## src/sv/rvu_pkg.sv

```systemverilog
// Package for the ray vector unit: shared constants, mode codes, the
// side record that travels down the cell chains, and the saturation helper.
// No dependencies.
`default_nettype none

package rvu_pkg;

  localparam int RVU_FRAC_BITS = 16;
  localparam int RVU_RAD_W     = 64;
  localparam int RVU_ROOT_W    = 32;

  typedef logic [2:0] mode_t;

  localparam mode_t MODE_DIR     = 3'd0;
  localparam mode_t MODE_REFRACT = 3'd1;
  localparam mode_t MODE_REFLECT = 3'd2;
  localparam mode_t MODE_POINT   = 3'd3;
  localparam mode_t MODE_LENGTH  = 3'd4;

  // Everything a request still needs after the square root chain.
  typedef struct packed {
    mode_t             mode;
    logic              tir;
    logic              zero;
    logic              sh;
    logic [2:0]        neg;
    logic [2:0][29:0]  mn;
    logic [31:0]       qsc;
    logic [2:0][31:0]  qsa;
    logic [2:0][31:0]  b;
    logic [2:0][31:0]  res;
  } rvu_side_t;

  typedef struct packed {
    logic signed [31:0] x;
    logic signed [31:0] y;
    logic signed [31:0] z;
    logic [30:0]        length;
    logic               tir;
  } rvu_res_t;

  function automatic logic signed [31:0] sat32(input logic signed [65:0] x);
    logic signed [31:0] r;
    if (x > 66'sd2147483647) begin
      r = 32'sh7FFFFFFF;
    end else if (x < -66'sd2147483648) begin
      r = 32'sh80000000;
    end else begin
      r = x[31:0];
    end
    return r;
  endfunction

endpackage

`default_nettype wire

```

## src/sv/rvu_div_cell.sv

```systemverilog
// One cell of the three-lane restoring divider chain: one quotient bit
// per lane per cycle while adv is high. Depends on rvu_pkg.
`default_nettype none

module rvu_div_cell import rvu_pkg::*; #(
  parameter int FRAC_BITS = RVU_FRAC_BITS,
  parameter int STEP      = 0
) (
  input  logic                            clk,
  input  logic                            rst,
  input  logic                            adv,
  input  logic                            in_valid,
  input  logic [RVU_ROOT_W-1:0]           in_len,
  input  logic [2:0][FRAC_BITS+32:0]      in_rem,
  input  logic [2:0][FRAC_BITS:0]         in_quo,
  input  rvu_side_t                       in_side,
  output logic                            out_valid,
  output logic [RVU_ROOT_W-1:0]           out_len,
  output logic [2:0][FRAC_BITS+32:0]      out_rem,
  output logic [2:0][FRAC_BITS:0]         out_quo,
  output rvu_side_t                       out_side
);

  localparam int RW = FRAC_BITS + 33;
  localparam int QW = FRAC_BITS + 1;

  logic [RW-1:0] dvs;

  assign dvs = RW'(in_len) << STEP;

  always_ff @(posedge clk) begin
    if (rst) begin
      out_valid <= 1'b0;
    end else if (adv) begin
      out_valid <= in_valid;
    end
  end

  always_ff @(posedge clk) begin
    if (adv) begin
      for (int i = 0; i < 3; i++) begin
        if (in_rem[i] >= dvs) begin
          out_rem[i] <= in_rem[i] - dvs;
          out_quo[i] <= in_quo[i] | (QW'(1) << STEP);
        end else begin
          out_rem[i] <= in_rem[i];
          out_quo[i] <= in_quo[i];
        end
      end
      out_len  <= in_len;
      out_side <= in_side;
    end
  end

endmodule

`default_nettype wire

```

## config.mk

```make
export PLATFORM = sky130hd
export DESIGN_NAME = rvu_div_cell
export DESIGN_NICKNAME = d
export VERILOG_FILES = /design/src/sv/rvu_pkg.sv /design/src/sv/rvu_div_cell.sv
export SDC_FILE = /design/constraint.sdc
export NUM_CORES = 1
export LEC_CHECK = 0
export ABC_AREA = 0
export BUFFER_PORTS_ARGS = -buffer_cell sky130_fd_sc_hd__buf_2
export CORE_AREA = 2 2 511 513
export DETAILED_ROUTE_END_ITERATION = 7
export DIE_AREA = 0 0 513 515
export PLACE_DENSITY_LB_ADDON = 0.05
export SLEW_MARGIN = 20
export SYNTH_ARGS = -nofsm -noshare
export SYNTH_HDL_FRONTEND = slang
export SYNTH_SLANG_ARGS = --single-unit
```

## constraint.sdc

```tcl
create_clock -name clk -period 5.9 [get_ports clk]
set_clock_uncertainty 0.2 [all_clocks]
set_input_delay 1.475 -clock clk [delete_from_list [all_inputs] [get_ports clk]]
set_output_delay 1.475 -clock clk [all_outputs]
set_load 0.05 [all_outputs]
```

==> run_results.csv <==
group,metric,value,unit
synthesis,avgSynthCellArea,14.18,sq um
finish,post-route-util,16.34,%
timing,setup_violations,0,
placed_design,dp_slack,0.1818,ns
clocking,ctsResizeCount,0,
worst_setup_path,regToRegStartpoint,"out_valid",
clocking,clkTransAtPathRegs,0.06,ns
placed_design,gp_congestion,0.7914,
worst_setup_path,cp.arrival,5.15,ns
synthesis,yosys_most_used_dff,"edfxtp_1",
pwr,p_per_area,358.4,nW/um^2
finish,layout-drive-gt1-share,44.80,%
timing,fin_ws,1.018,ns
synthesis,synthSimpleGateAreaFrac,9.385,%
clocking,cts_setup_buffers,0,
worst_setup_path,reg2reg_depth,2,
worst_setup_path,cp-start-kind,"input pin",
clocking,cts_buffers,95,
floorplan,die_h,515,um
global_routing,grt-ovfl-total,0,
synthesis,synth-adder-area-share,4.498,%
synthesis,syn-instance-count,1977,
timing,worstMarginPinSlew,0.8906,ns
synthesis,yosysTopAreaCell,"edfxtp_1",
floorplan,dieArea,264200,sq um
timing,slew_violations,0,
worst_setup_path,worst-setup-path-type,"input pin to register",
worst_setup_path,crit_family,"simple AND/OR/NAND/NOR gates",
route,wl_per_cell,30.66,um
worst_setup_path,cp-end-kind,"register",
timing,tns,0,ns
synthesis,synth.most_common_cell,"edfxtp_1",
worst_setup_path,rrSetupSlack,5.12,ns
route,vias_per_cell,3.376,
timing,relSlewSlack,39.85,%
floorplan,rows,187,
synthesis,synth_top_family_by_area,"compound AO/OA/AOI/OAI gates",
pwr,cellLeakagePower,16.65,nW
global_routing,grt_max_degree,96,
worst_setup_path,critPathMaxFanout,8,
worst_setup_path,crit_chain,"buf_2 > inv_1 > ha_1 > and3_1 > nor4_1 > and3_1 > nand4_1 > a211oi_1 > a211o_1 > buf_4 > nor3_1 > xor2_1",
clocking,cts_hold_buf,0,
synthesis,synth_warnings,0,
timing,rsz0062_at_grt,"false",
hold_path,hold_path.class,"register to register",
worst_setup_path,cp.required,6.17,ns
global_routing,grt_pass1_vias,24050,
run,cap_violations,0,
placed_design,portBuffers,1302,
pwr,peakVddDrop,0.0002197,V
global_routing,grtUsageTotal,15.42,%
clocking,cts_tree,"done",
route,initialDrtViolationCount,1337,
run_status,status,"completed",
global_routing,grt_pass1_wl,264600,um
synthesis,ys_ff_latch,650,
synthesis,ys_seq_area_share,69.58,%
synthesis,muxShareOfSynthArea,0.3124,%
hold_path,min_from,"out_valid",
route,drc_errors,0,
synthesis,synth_edf_count,649,
finish,final_nets,4124,
floorplan,start_util,10.84,%
clocking,cts.sinks,650,
clocking,clock_latency,0.72,ns
synthesis,ys_async_sr_fraction,0,%
finish,area_growth,50.68,%
synthesis,netlist_area,28040,sq um
route,drt_first_pass_iters,5,
timing,fin_crit_sh,82.75,%
global_routing,antenna_found_initial,177,
synthesis,synth_xor_area_share,3.999,%
floorplan,chipWidth,513,um
floorplan,core_area,258500,sq um
timing,fmax,204.8,MHz
synthesis,ys_types,87,
route,route.vias.total,23270,
synthesis,synth_nets,2729,
synthesis,synth_common_cells,"edfxtp_1, a21oi_1, nor2_1",
route,drt_wl_total,211300,um
synthesis,synth_compound_area_share,10.38,%
clocking,root_buffer,"clkbuf_16",
worst_setup_path,crit_path_frequent_cell,"and3_1",
hold_path,hold_end,"out_valid",
clocking,htreeDepth,3,
floorplan,ios,1303,
worst_setup_path,slowest_delay,0.68,ns
synthesis,netlist_top_cells_area,"edfxtp_1, ha_1, a21oi_1",
timing,hold_ws,0.2941,ns
worst_setup_path,cp-startpoint,"in_len[30]",
worst_setup_path,r2r_end,"out_valid",
synthesis,synth_top_area_share,69.51,%
worst_setup_path,cpMaxStageDelayCell,"nor4_1",
route,ant_nets,0,
clocking,cts_max_path_buffers,3,
hold_path,worstHoldPathCells,2,
timing,fin_crit,4.882,ns
worst_setup_path,crit_buf_inv,3,
timing,hold_viol_final,0,
placed_design,hpwl,179400,um
## worst reg2reg max path: stages (launching register included)
cell and delay, ns:
dfxtp_1 0.30, mux2i_1 0.12, nor2_1 0.05
## stage by stage
stage          power [mW]  cells  instance area [sq um]
5_1_grt             15.82   6844                  42130
6_report            15.14   6892                  42250
2_1_floorplan       7.957   1977                  28040
3_5_place_dp        9.576   6677                  39100
4_1_cts             15.62   6842                  42120
3_3_place_gp        9.621   6677                  39100
## report_power, final
part / switching (mW) / total (mW) / internal [mW]
logic: 2.84 / 3.63 / 0.797
registers: 0.141 / 5.73 / 5.59
clock network: 2.48 / 5.78 / 3.30
total: 5.46 / 15.1 / 9.68
## final cells by class
class | count | area, sq um
Clock inverter | 45 | 531.8
Timing Repair Buffer | 1359 | 7079
Antenna cell | 50 | 125.1
Sequential cell | 650 | 19510
Tap cell | 3402 | 4257
Inverter | 61 | 229.0
Clock buffer | 120 | 2492
Multi-Input combinational cell | 1205 | 8023
Fill cell | 28890 | 216300
## cells in the final DEF (no fill, tap or decap), drive strengths merged, types with 11 or more instances in the layout
cell type / instances
nand4: 32
clkbuf: 120
xnor2: 64
a21o: 33
diode: 50
nor3b: 11
xor2: 64
nand2: 138
a21oi: 167
buf: 1359
nand2b: 13
or2: 11
edfxtp: 649
a211oi: 13
ha: 96
o21ai: 105
o21a: 16
a31oi: 14
o21bai: 19
nand3: 26
or3: 12
nor2: 142
nor4: 35
nor3: 33
o211ai: 11
inv: 61
clkinv: 36
## routing by layer
layer	vias up	share of wire (%)	global-route usage [%]
li1	10460	-	-
met1	11400	35	15.73
met2	961	53	28.59
met3	320	10	6.804
met4	128	2.1	3.512
met5	-	0.36	0
## worst max path at each step
stage,endpoint,slack [ns],cells after the start
2_1_floorplan,out_rem[140],1.70,12
3_3_place_gp,out_rem[95],0.20,12
3_5_place_dp,out_rem[95],0.18,12
4_1_cts,out_rem[95],1.03,12
5_1_grt,out_rem[95],0.85,12
6_report,out_rem[95],1.02,12
## registers in the layout, indices dropped and copies added (netlist names)
name and flops:
out_side 419, out_quo 51, out_len 32, out_rem 147, out_valid 1
## kinds of logic (layout without fill, tap and decap cells)
group / count (synthesis) / count (layout)
DFF: 650 / 650
and+or+nand+nor: 511 / 511
buffers and inverters: 122 / 1585
adders and majority gates: 99 / 99
muxes: 8 / 8
AOI/OAI and AO/OA: 459 / 459
other: 0 / 50
xor gates and xnor gates: 128 / 128
Power figures use the tool's default switching activity.
