<file path="config.mk">
export PLATFORM = sky130hd
export DESIGN_NAME = rvu_sqrt_cell
export DESIGN_NICKNAME = d
export VERILOG_FILES = /design/src/sv/rvu_pkg.sv /design/src/sv/rvu_sqrt_cell.sv
export SDC_FILE = /design/constraint.sdc
export NUM_CORES = 1
export LEC_CHECK = 0
export ABC_AREA = 1
export BUFFER_PORTS_ARGS = -buffer_cell sky130_fd_sc_hd__buf_4
export CORE_AREA = 2 2 402 404
export DETAILED_ROUTE_END_ITERATION = 6
export DIE_AREA = 0 0 404 406
export PLACE_DENSITY = 0.35
export SYNTH_ARGS = -nofsm -noshare
export SYNTH_HDL_FRONTEND = slang
export SYNTH_SLANG_ARGS = --single-unit
</file>
<file path="constraint.sdc">
create_clock -name clk -period 4.2 [get_ports clk]
set_input_delay 0.63 -clock clk [delete_from_list [all_inputs] [get_ports clk]]
set_output_delay 0.63 -clock clk [all_outputs]
set_load 0.02 [all_outputs]
</file>
<file path="src/sv/rvu_pkg.sv">
// Package for the ray vector unit: shared constants, mode codes, the
// side record that travels down the cell chains, and the saturation helper.
// No dependencies.
`default_nettype none

package rvu_pkg;

  localparam int RVU_FRAC_BITS = 16;
  localparam int RVU_RAD_W     = 64;
  localparam int RVU_ROOT_W    = 32;

  typedef logic [2:0] mode_t;

  localparam mode_t MODE_DIR     = 3'd0;
  localparam mode_t MODE_REFRACT = 3'd1;
  localparam mode_t MODE_REFLECT = 3'd2;
  localparam mode_t MODE_POINT   = 3'd3;
  localparam mode_t MODE_LENGTH  = 3'd4;

  // Everything a request still needs after the square root chain.
  typedef struct packed {
    mode_t             mode;
    logic              tir;
    logic              zero;
    logic              sh;
    logic [2:0]        neg;
    logic [2:0][29:0]  mn;
    logic [31:0]       qsc;
    logic [2:0][31:0]  qsa;
    logic [2:0][31:0]  b;
    logic [2:0][31:0]  res;
  } rvu_side_t;

  typedef struct packed {
    logic signed [31:0] x;
    logic signed [31:0] y;
    logic signed [31:0] z;
    logic [30:0]        length;
    logic               tir;
  } rvu_res_t;

  function automatic logic signed [31:0] sat32(input logic signed [65:0] x);
    logic signed [31:0] r;
    if (x > 66'sd2147483647) begin
      r = 32'sh7FFFFFFF;
    end else if (x < -66'sd2147483648) begin
      r = 32'sh80000000;
    end else begin
      r = x[31:0];
    end
    return r;
  endfunction

endpackage

`default_nettype wire

</file>
<file path="src/sv/rvu_sqrt_cell.sv">
// One cell of the square root chain: settles one root bit per cycle while adv is high.
// Depends on rvu_pkg.
`default_nettype none

module rvu_sqrt_cell import rvu_pkg::*; #(
  parameter int STEP = 0
) (
  input  logic                  clk,
  input  logic                  rst,
  input  logic                  adv,
  input  logic                  in_valid,
  input  logic [RVU_RAD_W-1:0]  in_rem,
  input  logic [RVU_ROOT_W-1:0] in_root,
  input  rvu_side_t             in_side,
  output logic                  out_valid,
  output logic [RVU_RAD_W-1:0]  out_rem,
  output logic [RVU_ROOT_W-1:0] out_root,
  output rvu_side_t             out_side
);

  localparam int TW = RVU_RAD_W + 2;

  logic [TW-1:0] trial;
  logic          take;

  // Trial value is (2*root + 2^STEP) * 2^STEP.
  assign trial = (TW'(in_root) << (STEP + 1)) + (TW'(1) << (2 * STEP));
  assign take  = TW'(in_rem) >= trial;

  always_ff @(posedge clk) begin
    if (rst) begin
      out_valid <= 1'b0;
    end else if (adv) begin
      out_valid <= in_valid;
    end
  end

  always_ff @(posedge clk) begin
    if (adv) begin
      out_rem  <= take ? RVU_RAD_W'(TW'(in_rem) - trial) : in_rem;
      out_root <= take ? (in_root | (RVU_ROOT_W'(1) << STEP)) : in_root;
      out_side <= in_side;
    end
  end

endmodule

`default_nettype wire

</file>
==> parameters.txt, run 1 <==
Parameter                              Value

Floorplanning
  Cell Rows    between 100 and 150
  I/O pin count    ~1,000
  Die W    between 400 and 500 um
  Vertical extent of the die    about 410 um
  Effective utilization at floorplan    12.7%
  Core area    between 150,000 and 200,000 sq um
  Die Area    about 160,000 sq um

Cells and area
  Fraction of layout cells with a size suffix above 1    45.3%
  Final net count    around 3,200
  Layout-stage area growth over the synthesis result    63.8%
  Filler Cells Inserted    approximately 17,000
  Final non-filler cell total    4,815

Power
  Peak supply drop    roughly 0.00027 V
  Static leakage power    approximately 14 nW
  Power per cell area    464 nW/um^2

CTS
  Cell chosen for the clock root    sky130_fd_sc_hd__clkbuf_16
  Number of clock buffers inserted by TritonCTS    73
  Number of setup buffers added after CTS    0
  # hold bufs at CTS    0
  PostCTS Resize Cnt    0
  Insertion delay to the later sink of the worst-skew pair    approximately 0.65 ns
  Maximum level of the CTS H-tree    3
  Clock Pin Slew Worst Setup and Hold Paths    about 0.06 ns
  Number of buffers between clock root and the deepest sink    3
  Clock tree from TritonCTS    done
  CTS Sinks    between 500 and 600

Yosys
  Most frequently used cell type in the post-synthesis netlist    sky130_fd_sc_hd__edfxtp_1
  Most instantiated cells after synthesis    sky130_fd_sc_hd__edfxtp_1 (515), sky130_fd_sc_hd__nand2_1 (436), sky130_fd_sc_hd__inv_1 (206), sky130_fd_sc_hd__nor2_1 (121), sky130_fd_sc_hd__nand3_1 (50)
  Post-Synthesis Cell Area    20,300 sq um
  Number of distinct library cells after synthesis    34
  Main synth FF type    sky130_fd_sc_hd__edfxtp_1
  Flip-flop and latch count after synthesis    between 500 and 600
  Cell count after synthesis    between 1,500 and 2,000
  Synth Area per Inst    ~13 sq um
  Synth Warn #    0
  Top cell type's share of synthesized area    about three quarters
  Count of flip-flops with a built-in enable after synthesis    ~520
  Cell accounting for the most synthesized area    sky130_fd_sc_hd__edfxtp_1
  Sequential fraction of the synthesis area    76.2%
  Synthesized net count    ~2,100
  Top cells by area in the synthesized netlist    sky130_fd_sc_hd__edfxtp_1 (76%), sky130_fd_sc_hd__nand2_1 (8.1%), sky130_fd_sc_hd__inv_1 (3.8%), sky130_fd_sc_hd__nor2_1 (2.2%), sky130_fd_sc_hd__ha_1 (2.0%)
  Fraction of registers with async set/reset    0%

Route
  Final wirelength    approximately 140,000 um
  Mean routed wirelength per cell    roughly 29 um
  Number of vias after detailed routing    16,700
  First DRT Iteration DRCs    approximately 1,200
  Antenna Violating Nets Remaining    0
  DRC Markers    0
  Number of optimization iterations in the first detailed-route pass    7
  Per-cell via count in the routed design    around 3.5

Placement
  Inst Count DP    about 4,700
  Global placement routability congestion    0.876
  Count of buffers inserted at the top-level ports    ~1,000
  Pre-CTS setup slack    approximately 0.98 ns
  Half-perimeter wire length after detailed placement    117,000 um

STA
  Aggregate negative setup slack    0 ns
  Clock period minus final worst setup slack    2.60 ns
  Highest Clock Rate    slightly below 400 MHz
  Actual slew at the worst max-slew pin    between 0.8 and 0.9 ns
  Final worst path period share    61.9%
  Final Setup Violations    0
  Unrepaired setup endpoints after global routing    no
  Pins Over Slew Limit    0
  Hold Violations, Final    0
  Layout Skew    0 ns
  Setup slack of the critical path after layout    around 1.6 ns
  Max-slew headroom at the worst pin    44.8%
  Worst hold margin    roughly 0.11 ns

Global route
  Global Route Usage Sum    16.1%
  Largest net degree at the start of global routing    76
  Initial antenna violation count    82
  Sum of overflow across all layers after global routing    0
  Wire length of the first global-routing pass    roughly 170,000 um
  Number of global-route vias before repair    16,600

Min path
  HP Class    input port to register
  Hold path depth    1
  Hold_sp    in_side[89]
  Hold Path End    out_side[89]

Critical path
  Setup slack of the most critical reg-to-reg path    3.61 ns
  Highest fanout seen on the critical path    between 50 and 60
  CP required    roughly 4.6 ns
  Critical path data arrival time    3.00 ns
  Crit path buf inv count    5
  Critical path's top delay family    simple AND/OR/NAND/NOR gates
  Critical R2R Capture    out_valid
  Delay contributed by the slowest stage of the critical path    about 0.40 ns
  Startpoint type of the worst setup path    input port
  Type of the worst setup path    input port to register
  Reg-to-reg critical path startpoint    out_valid
  Cell type of the slowest stage on the worst timing path    sky130_fd_sc_hd__ha_1
  Top cell by count, worst path    sky130_fd_sc_hd__nand2_1
  Worst Reg-to-Reg Cells    2
  Category of the worst setup path capture point    register
  Critical path cell sequence    buf_4 > inv_1 > ha_1 > nand2_1 > nor2_1 > nand2_1 > nor2_2 > nand3_1 > nand2_2 > inv_2 > nand2_4 > inv_2 > buf_12 > nand2_1 > nand2_1

Run
  Maximum capacitance violations    0

Run status
  Status    complete, no violations
flip-flops by register name, indices dropped and copies added (netlist names):
register	count
out_rem	64
out_root	32
out_side	419
out_valid	1
through the flow:
step	utilization [%]	total power, mW	cell area (sq um)
3_5_place_dp	19.3	9.18	30800
6_report	20.8	15.4	33300
2_1_floorplan	-	7.36	20300
3_3_place_gp	19.3	9.19	30800
4_1_cts	20.8	15.8	33300
5_1_grt	20.8	16.0	33300
power breakdown:
group          switching (mW)  internal [mW]
clock                    2.69           3.76
combinational            1.63           1.01
sequential              0.171           6.18
total                    4.50           11.0
per-layer routing:
metal / GRT usage (%) / wire length [um] / up-vias
met5: 0 / 283 / -
li1: - / - / 7465
met1: 17.7 / 50500 / 8192
met2: 27.6 / 67200 / 819
met4: 3.94 / 3150 / 42
met3: 8.00 / 16300 / 195
cell type report:
| class | count | area, sq um | share of cell area [%] |
|---|---|---|---|
| Timing Repair Buffer | 1051 | 7990 | 24.0 |
| Antenna cell | 10 | 25.0 | 0.0752 |
| Tap cell | 2086 | 2610 | 7.84 |
| Inverter | 216 | 811 | 2.44 |
| Clock buffer | 84 | 1890 | 5.68 |
| Sequential cell | 516 | 15500 | 46.5 |
| Multi-Input combinational cell | 801 | 3930 | 11.8 |
| Clock inverter | 51 | 551 | 1.65 |
worst register-to-register path, stage by stage (launching register included):
cell                      delay, ns
sky130_fd_sc_hd__dfxtp_1       0.31
sky130_fd_sc_hd__mux2i_1       0.12
sky130_fd_sc_hd__nor2_1        0.05
logic make-up (layout without fill, tap and decap cells):
family	after synthesis	after routing	share of synthesized area (%)
other	0	10	0
buffers and inverters	226	1402	4.48
AOI/OAI and AO/OA	83	83	2.81
adders and majority gates	34	34	2.13
xor gates and xnor gates	30	30	1.29
DFF	516	516	76.2
and+or+nand+nor	653	653	13.0
muxes	1	1	0.0493
worst max path at each step:
stage,start,end,slack [ns],cells past startpoint
3_3_place_gp,in_root[21],out_rem[32],0.93,15
5_1_grt,in_root[18],out_rem[31],1.49,15
4_1_cts,in_root[18],out_rem[27],1.73,15
3_5_place_dp,in_root[18],out_rem[32],0.98,15
6_report,in_root[21],out_rem[31],1.60,15
2_1_floorplan,in_root[0],out_rem[10],1.69,15
cells in the final DEF (no fill, tap or decap), types with 7 or more instances in the layout:
master | netlist | layout
sky130_fd_sc_hd__a21oi_1 | 22 | 22
sky130_fd_sc_hd__a21oi_2 | 28 | 28
sky130_fd_sc_hd__buf_12 | 0 | 7
sky130_fd_sc_hd__buf_4 | 0 | 1043
sky130_fd_sc_hd__bufinv_16 | 0 | 8
sky130_fd_sc_hd__clkbuf_1 | 1 | 10
sky130_fd_sc_hd__clkbuf_16 | 0 | 74
sky130_fd_sc_hd__clkinv_1 | 0 | 14
sky130_fd_sc_hd__clkinv_2 | 0 | 17
sky130_fd_sc_hd__diode_2 | 0 | 10
sky130_fd_sc_hd__edfxtp_1 | 515 | 515
sky130_fd_sc_hd__ha_1 | 33 | 33
sky130_fd_sc_hd__inv_1 | 206 | 206
sky130_fd_sc_hd__inv_2 | 10 | 10
sky130_fd_sc_hd__nand2_1 | 436 | 436
sky130_fd_sc_hd__nand2_2 | 8 | 8
sky130_fd_sc_hd__nand3_1 | 50 | 50
sky130_fd_sc_hd__nand4_1 | 7 | 7
sky130_fd_sc_hd__nor2_1 | 121 | 121
sky130_fd_sc_hd__nor3_1 | 15 | 15
sky130_fd_sc_hd__o21ai_1 | 15 | 15
sky130_fd_sc_hd__o21ai_2 | 10 | 10
sky130_fd_sc_hd__xnor2_1 | 21 | 21
sky130_fd_sc_hd__xor2_1 | 9 | 9
(Power assumes the default switching activity.)
==> run 2, diff against run 1 <==
CORE_AREA = 2 2 406 408   (was 2 2 402 404)
DIE_AREA = 0 0 408 410   (was 0 0 404 406)
PLACE_DENSITY = 0.34   (was 0.35)
clock period = 2.4 ns   (was 4.2 ns; I/O delays follow)
==> run 2 against run 1 <==
  * Worst setup slack got worse by 1.5 ns
  * Count of clock-buffer cells in the layout grew 2
  * Sequential power up 75%
  * Routed wire length rose by 4.6%
  * Clock power grew 67%
  * Largest cell class unchanged
  * Register-to-register slack got worse by 2.3 ns
  * Die area is 2.0% higher
==> parameters.txt, run 2 (synthesis results as in run 1) <==
Parameter                              Value

Route
  Mean routed wirelength per cell    25.7 um
  Number of vias after detailed routing    19,200
  Final wirelength    roughly 140,000 um
  Per-cell via count in the routed design    about 3.4
  Antenna Violating Nets Remaining    0
  DRC Markers    0
  First DRT Iteration DRCs    between 1,000 and 1,500
  Number of optimization iterations in the first detailed-route pass    5

Global route
  Initial antenna violation count    between 80 and 90
  Number of global-route vias before repair    19,400
  Wire length of the first global-routing pass    183,000 um
  Largest net degree at the start of global routing    76
  Sum of overflow across all layers after global routing    0
  Global Route Usage Sum    between 10% and 20%

Cells and area
  Leading cell type in the layout, fill and taps excluded    sky130_fd_sc_hd__buf_4
  Fraction of layout cells with a size suffix above 1    43.6%
  Final net count    about 3,900
  Leading cell types in the layout, fill and taps excluded    sky130_fd_sc_hd__buf_4 (1,220), sky130_fd_sc_hd__edfxtp_1 (515), sky130_fd_sc_hd__dlygate4sd3_1 (462)
  Final non-filler cell total    roughly 5,600
  Layout-stage area growth over the synthesis result    96.1%
  Largest register FFs    between 400 and 500
  Largest register by flop count    out_side
  Post-Layout Inst Area    39,900 sq um
  Leading registers by flop count    out_side x419, out_rem x64, out_root x32

STA
  Pins Over Slew Limit    0
  Actual slew at the worst max-slew pin    between 0.5 and 0.6 ns
  Highest Clock Rate    430 MHz
  Final worst path period share    a little over nine tenths
  Clock period minus final worst setup slack    2.32 ns
  Layout Skew    0 ns
  Final Setup Violations    0
  Unrepaired setup endpoints after global routing    yes
  Setup slack of the critical path after layout    roughly 0.076 ns
  Aggregate negative setup slack    0 ns
  Max-slew headroom at the worst pin    between 60% and 70%
  Hold Violations, Final    0

Floorplanning
  Effective utilization at floorplan    between 10% and 20%
  Die W    just over 400 um
  Vertical extent of the die    ~400 um
  I/O pin count    about 1,000
  Die Area    approximately 170,000 sq um
  Cell Rows    between 100 and 150
  Core area    about 160,000 sq um

Power
  Tot Pwr    27.7 mW
  Power per cell area    between 600 and 700 nW/um^2
  Peak supply drop    about 0.00046 V
  Static leakage power    between 15 and 20 nW

Critical path
  Cell type of the slowest stage on the worst timing path    sky130_fd_sc_hd__dlygate4sd3_1
  Startpoint type of the worst setup path    input port
  Type of the worst setup path    input port to register
  Delay contributed by the slowest stage of the critical path    approximately 0.54 ns
  Top cell by count, worst path    sky130_fd_sc_hd__nand2_1
  Category of the worst setup path capture point    register
  Critical path cell sequence    dlygate4sd3_1 > buf_4 > inv_1 > ha_2 > buf_4 > nand2_1 > nand2_1 > inv_1 > nand2_1 > buf_4 > nand2_1 > nand2_1 > a21oi_1 > nand2_2 > nand2_1 > nand2_1 > nand2_1 > a21oi_2
  Critical path data arrival time    around 2.7 ns
  Highest fanout seen on the critical path    3
  CP required    2.81 ns

CTS
  Number of clock buffers inserted by TritonCTS    a little over 70
  Number of buffers between clock root and the deepest sink    3
  CTS Sinks    between 500 and 600
  Clock Pin Slew Worst Setup and Hold Paths    roughly 0.060 ns
  Clock tree from TritonCTS    done
  Cell chosen for the clock root    sky130_fd_sc_hd__clkbuf_16
  Maximum level of the CTS H-tree    3
  Insertion delay to the later sink of the worst-skew pair    0.63 ns

Run status
  Status    complete, no violations

Placement
  Inst Count DP    about 5,000
  Placed instance area    32,400 sq um
  Half-perimeter wire length after detailed placement    120,000 um
  Count of buffers inserted at the top-level ports    1,034
  Global placement routability congestion    between 0.8 and 0.9
  Pre-CTS setup slack    -0.293 ns

Run
  Maximum capacitance violations    0

Min path
  HP Class    input port to register
## run 2: cell types whose count changed in the layout (fill, tap and decap cells not counted), sizes merged
cell	delta
buf	+188
bufinv	-2
clkbuf	+5
clkinv	-10
clkinvlp	+2
diode	+16
dlygate4sd3	+462
dlymetal6s4s	+1
inv	+2
## run 2: power by group
part / switching (mW) / internal [mW] / leakage, nW
clock network: 4.58 / 6.21 / 1.10
registers: 0.299 / 10.8 / 5.05
logic: 3.24 / 2.59 / 10.9
total: 8.12 / 19.6 / 17.0
## run 2: cell type report
type	count	area (sq um)
repair buffers	1705	14200
clock inverters	43	430
flip-flops and latches	516	15500
well taps	2189	2740
diodes	26	65.1
inverters	216	827
clock buffers	86	1850
fillers	17600	124000
multi-input cells	801	4230
## run 2: repair_timing
item | 4_1_cts | 5_1_grt
gates resized for setup | 0 | 73
endpoints found under the setup margin | 0 | 65
endpoints found under the hold margin | 462 | 0
hold buffers | 463 | 0
buffers inserted | 0 | 3
## run 2: worst paths after layout
check	startpoint	endpoint	slack (ns)	cells past startpoint
worst max-delay path	in_root[25]	out_rem[63]	0.08	18
worst min register to register	out_valid	out_valid	1.04	3
worst min-delay path	adv	out_side[258]	0.08	1
worst max register to register	out_valid	out_valid	1.27	3
## run 2: worst max-delay path, delay by kind of cell
kind	cells	cell delay, ns
buffers and inverters	6	1.13
AND/OR/NAND/NOR	9	0.66
adder cells (fa/ha/maj)	1	0.33
AO/OA/AOI/OAI	2	0.23
## run 2: routing by layer
metal  GRT usage (%)  wire (um)
met3            5.09      11000
met2            28.9      72400
met1            18.7      55300
met5               0        162
met4            5.69       4810
## run 2: stage by stage
| step | hold WS, ns | util (%) |
|---|---|---|
| after global placement | 0.479 | 19.8 |
| after global routing | 0.0337 | 24.4 |
| after detailed placement | 0.487 | 19.8 |
| final | 0.0759 | 24.4 |
| after CTS | 0.000827 | 24.1 |
| after floorplan | 0.432 | - |
==> run 3, diff against run 2 <==
CELL_PAD_IN_SITES_DETAIL_PLACEMENT = 1   (was default)
CELL_PAD_IN_SITES_GLOBAL_PLACEMENT = 1   (was default)
CORE_AREA = 2 2 402 404   (was 2 2 406 408)
DIE_AREA = 0 0 404 406   (was 0 0 408 410)
PLACE_DENSITY = 0.41   (was 0.34)
==> run 3 against run 2 <==
  * Global-route usage grew 1.8 points
  * Critical path type unchanged
  * Flip-flop and latch count is the same
  * Non-clock buffer count is 4 higher
  * First-iteration DRC count decreased by 4.6%
  * Routed wire length up 7.5%
  * Largest power group unchanged
  * Via count increased by 1.6%
  * Register-to-register slack hardly changed
  * Core utilization grew 0.34 points
==> parameters.txt, run 3 (synthesis results as in run 1) <==
Parameter                              Value

Critical path
  Critical path's top delay family    buffers and inverters
  Critical path data arrival time    around 2.7 ns
  Type of the worst setup path    input port to register
  Cell type of the slowest stage on the worst timing path    sky130_fd_sc_hd__dlygate4sd3_1
  Critical path cell sequence    dlygate4sd3_1 > buf_4 > inv_1 > ha_1 > buf_4 > nand2_1 > nand2_1 > nand2_1 > nand2_1 > nand2_1 > nand2_1 > a21oi_1 > nand2_2 > xor2_1 > nand2_1 > nand2_1
  Crit path buf inv count    4
  Highest fanout seen on the critical path    3
  CP required    between 2 and 3 ns
  Category of the worst setup path capture point    register
  Startpoint type of the worst setup path    input port
  Delay contributed by the slowest stage of the critical path    0.56 ns
  Top cell by count, worst path    sky130_fd_sc_hd__nand2_1

STA
  Clock period minus final worst setup slack    between 2 and 2.5 ns
  Unrepaired setup endpoints after global routing    no
  Final Setup Violations    0
  Layout Skew    0 ns
  Setup slack of the critical path after layout    0.0940 ns
  Final worst path period share    96.1%
  Hold Violations, Final    0
  Max-slew headroom at the worst pin    approximately 65%
  Highest Clock Rate    434 MHz
  Pins Over Slew Limit    0
  Worst hold margin    0.0580 ns
  Actual slew at the worst max-slew pin    0.516 ns

Global route
  Sum of overflow across all layers after global routing    0
  Largest net degree at the start of global routing    just under 70
  Wire length of the first global-routing pass    197,000 um
  Initial antenna violation count    a little over 100
  Global Route Usage Sum    between 10% and 20%
  Number of global-route vias before repair    between 20,000 and 25,000

Route
  Final wirelength    about 150,000 um
  Top routing layer used    met5
  Number of vias after detailed routing    ~19,000
  Mean routed wirelength per cell    between 20 and 30 um
  Wire length on met3    about 15,000 um
  Number of optimization iterations in the first detailed-route pass    4
  Wire length on met2    between 70,000 and 80,000 um
  Antenna Violating Nets Remaining    0
  DRC Markers    0
  DRT met1 WL    about 62,000 um
  Per-cell via count in the routed design    roughly 3.6
  First DRT Iteration DRCs    around 1,000

Cells and area
  Leading cell types in the layout, fill and taps excluded    sky130_fd_sc_hd__buf_4 (1,220), sky130_fd_sc_hd__edfxtp_1 (515), sky130_fd_sc_hd__dlygate4sd3_1 (472)
  Fraction of layout cells with a size suffix above 1    a little over two fifths
  Final net count    about 3,900
  Leading registers by flop count    out_side x419, out_rem x64, out_root x32
  Leading cell type in the layout, fill and taps excluded    sky130_fd_sc_hd__buf_4
  Final core utilization    between 20% and 30%
  Layout-stage area growth over the synthesis result    94.2%
  Largest register FFs    419
  Largest register by flop count    out_side

Floorplanning
  Cell Rows    around 150
  Vertical extent of the die    406 um
  Die W    roughly 400 um
  Core area    160,000 sq um
  I/O pin count    1,035
  Die Area    ~160,000 sq um
  Effective utilization at floorplan    12.7%

Placement
  Pre-CTS setup slack    -0.492 ns
  Count of buffers inserted at the top-level ports    1,034
  Half-perimeter wire length after detailed placement    131,000 um
  Global placement routability congestion    a little under 0.9

CTS
  Cell chosen for the clock root    sky130_fd_sc_hd__clkbuf_16
  CTS Sinks    516
  Insertion delay to the later sink of the worst-skew pair    between 0.6 and 0.7 ns
  Clock tree from TritonCTS    done
  Number of clock buffers inserted by TritonCTS    70
  Number of setup buffers added after CTS    0
  Maximum level of the CTS H-tree    3
  Number of buffers between clock root and the deepest sink    3
  Clock Pin Slew Worst Setup and Hold Paths    about 0.05 ns

Power
  Static leakage power    17.0 nW
  Peak supply drop    about 0.00048 V
  Power per cell area    about 700 nW/um^2
  Tot Pwr    27.8 mW

Run status
  Status    complete, no violations

Run
  Maximum capacitance violations    0

Min path
  HP Class    input port to register
==> run 3: per-stage QoR <==
stage / setup TNS [ns] / cells / cell area, sq um
floorplan: 0 / 1543 / 20300
global placement: -23.61 / 4856 / 32300
finish: 0 / 5474 / 39500
detailed placement: -25.84 / 4856 / 32300
global route: 0 / 5465 / 39400
CTS: 0 / 5454 / 39400
==> run 3: layout make-up <==
type                       instances  area (sq um)
fill                           18000        120000
timing repair buffer            1709         14200
clock inverter                    30           437
tap                             2086          2610
antenna                           20          50.0
multi-input combinational        801          3970
inverter                         216           816
clock buffer                      96          1870
sequential                       516         15500
==> run 3: routing by layer <==
metal / global-route usage [%] / vias to the layer above
li1: - / 8775
met3: 7.33 / 240
met5: 0 / -
met2: 29.8 / 822
met4: 5.26 / 42
met1: 21.9 / 9583
==> run 3: power breakdown <==
group | switching, mW | total (mW) | internal [mW]
clock network | 4.66 | 10.8 | 6.11
logic | 3.34 | 5.92 | 2.58
registers | 0.315 | 11.1 | 10.8
total | 8.32 | 27.8 | 19.5
==> run 3: worst reg2reg max path, stage by stage (launching register included) <==
cell and delay [ns]:
sky130_fd_sc_hd__dfxtp_1 0.31, sky130_fd_sc_hd__mux2i_1 0.12, sky130_fd_sc_hd__nor2_1 0.05, sky130_fd_sc_hd__dlygate4sd3_1 0.54
==> run 3: repair_timing <==
action                     CTS  global route
resized for setup            0            21
setup endpoints to repair    0            56
hold endpoints to repair   471             0
hold buffers               472             0
==> run 3: worst paths after layout <==
path	cells past startpoint	start	to	slack, ns
max	16	in_root[15]	out_rem[31]	0.09
min	3	in_rem[1]	out_rem[1]	0.06
min reg2reg	3	out_valid	out_valid	1.04
max reg2reg	3	out_valid	out_valid	1.27
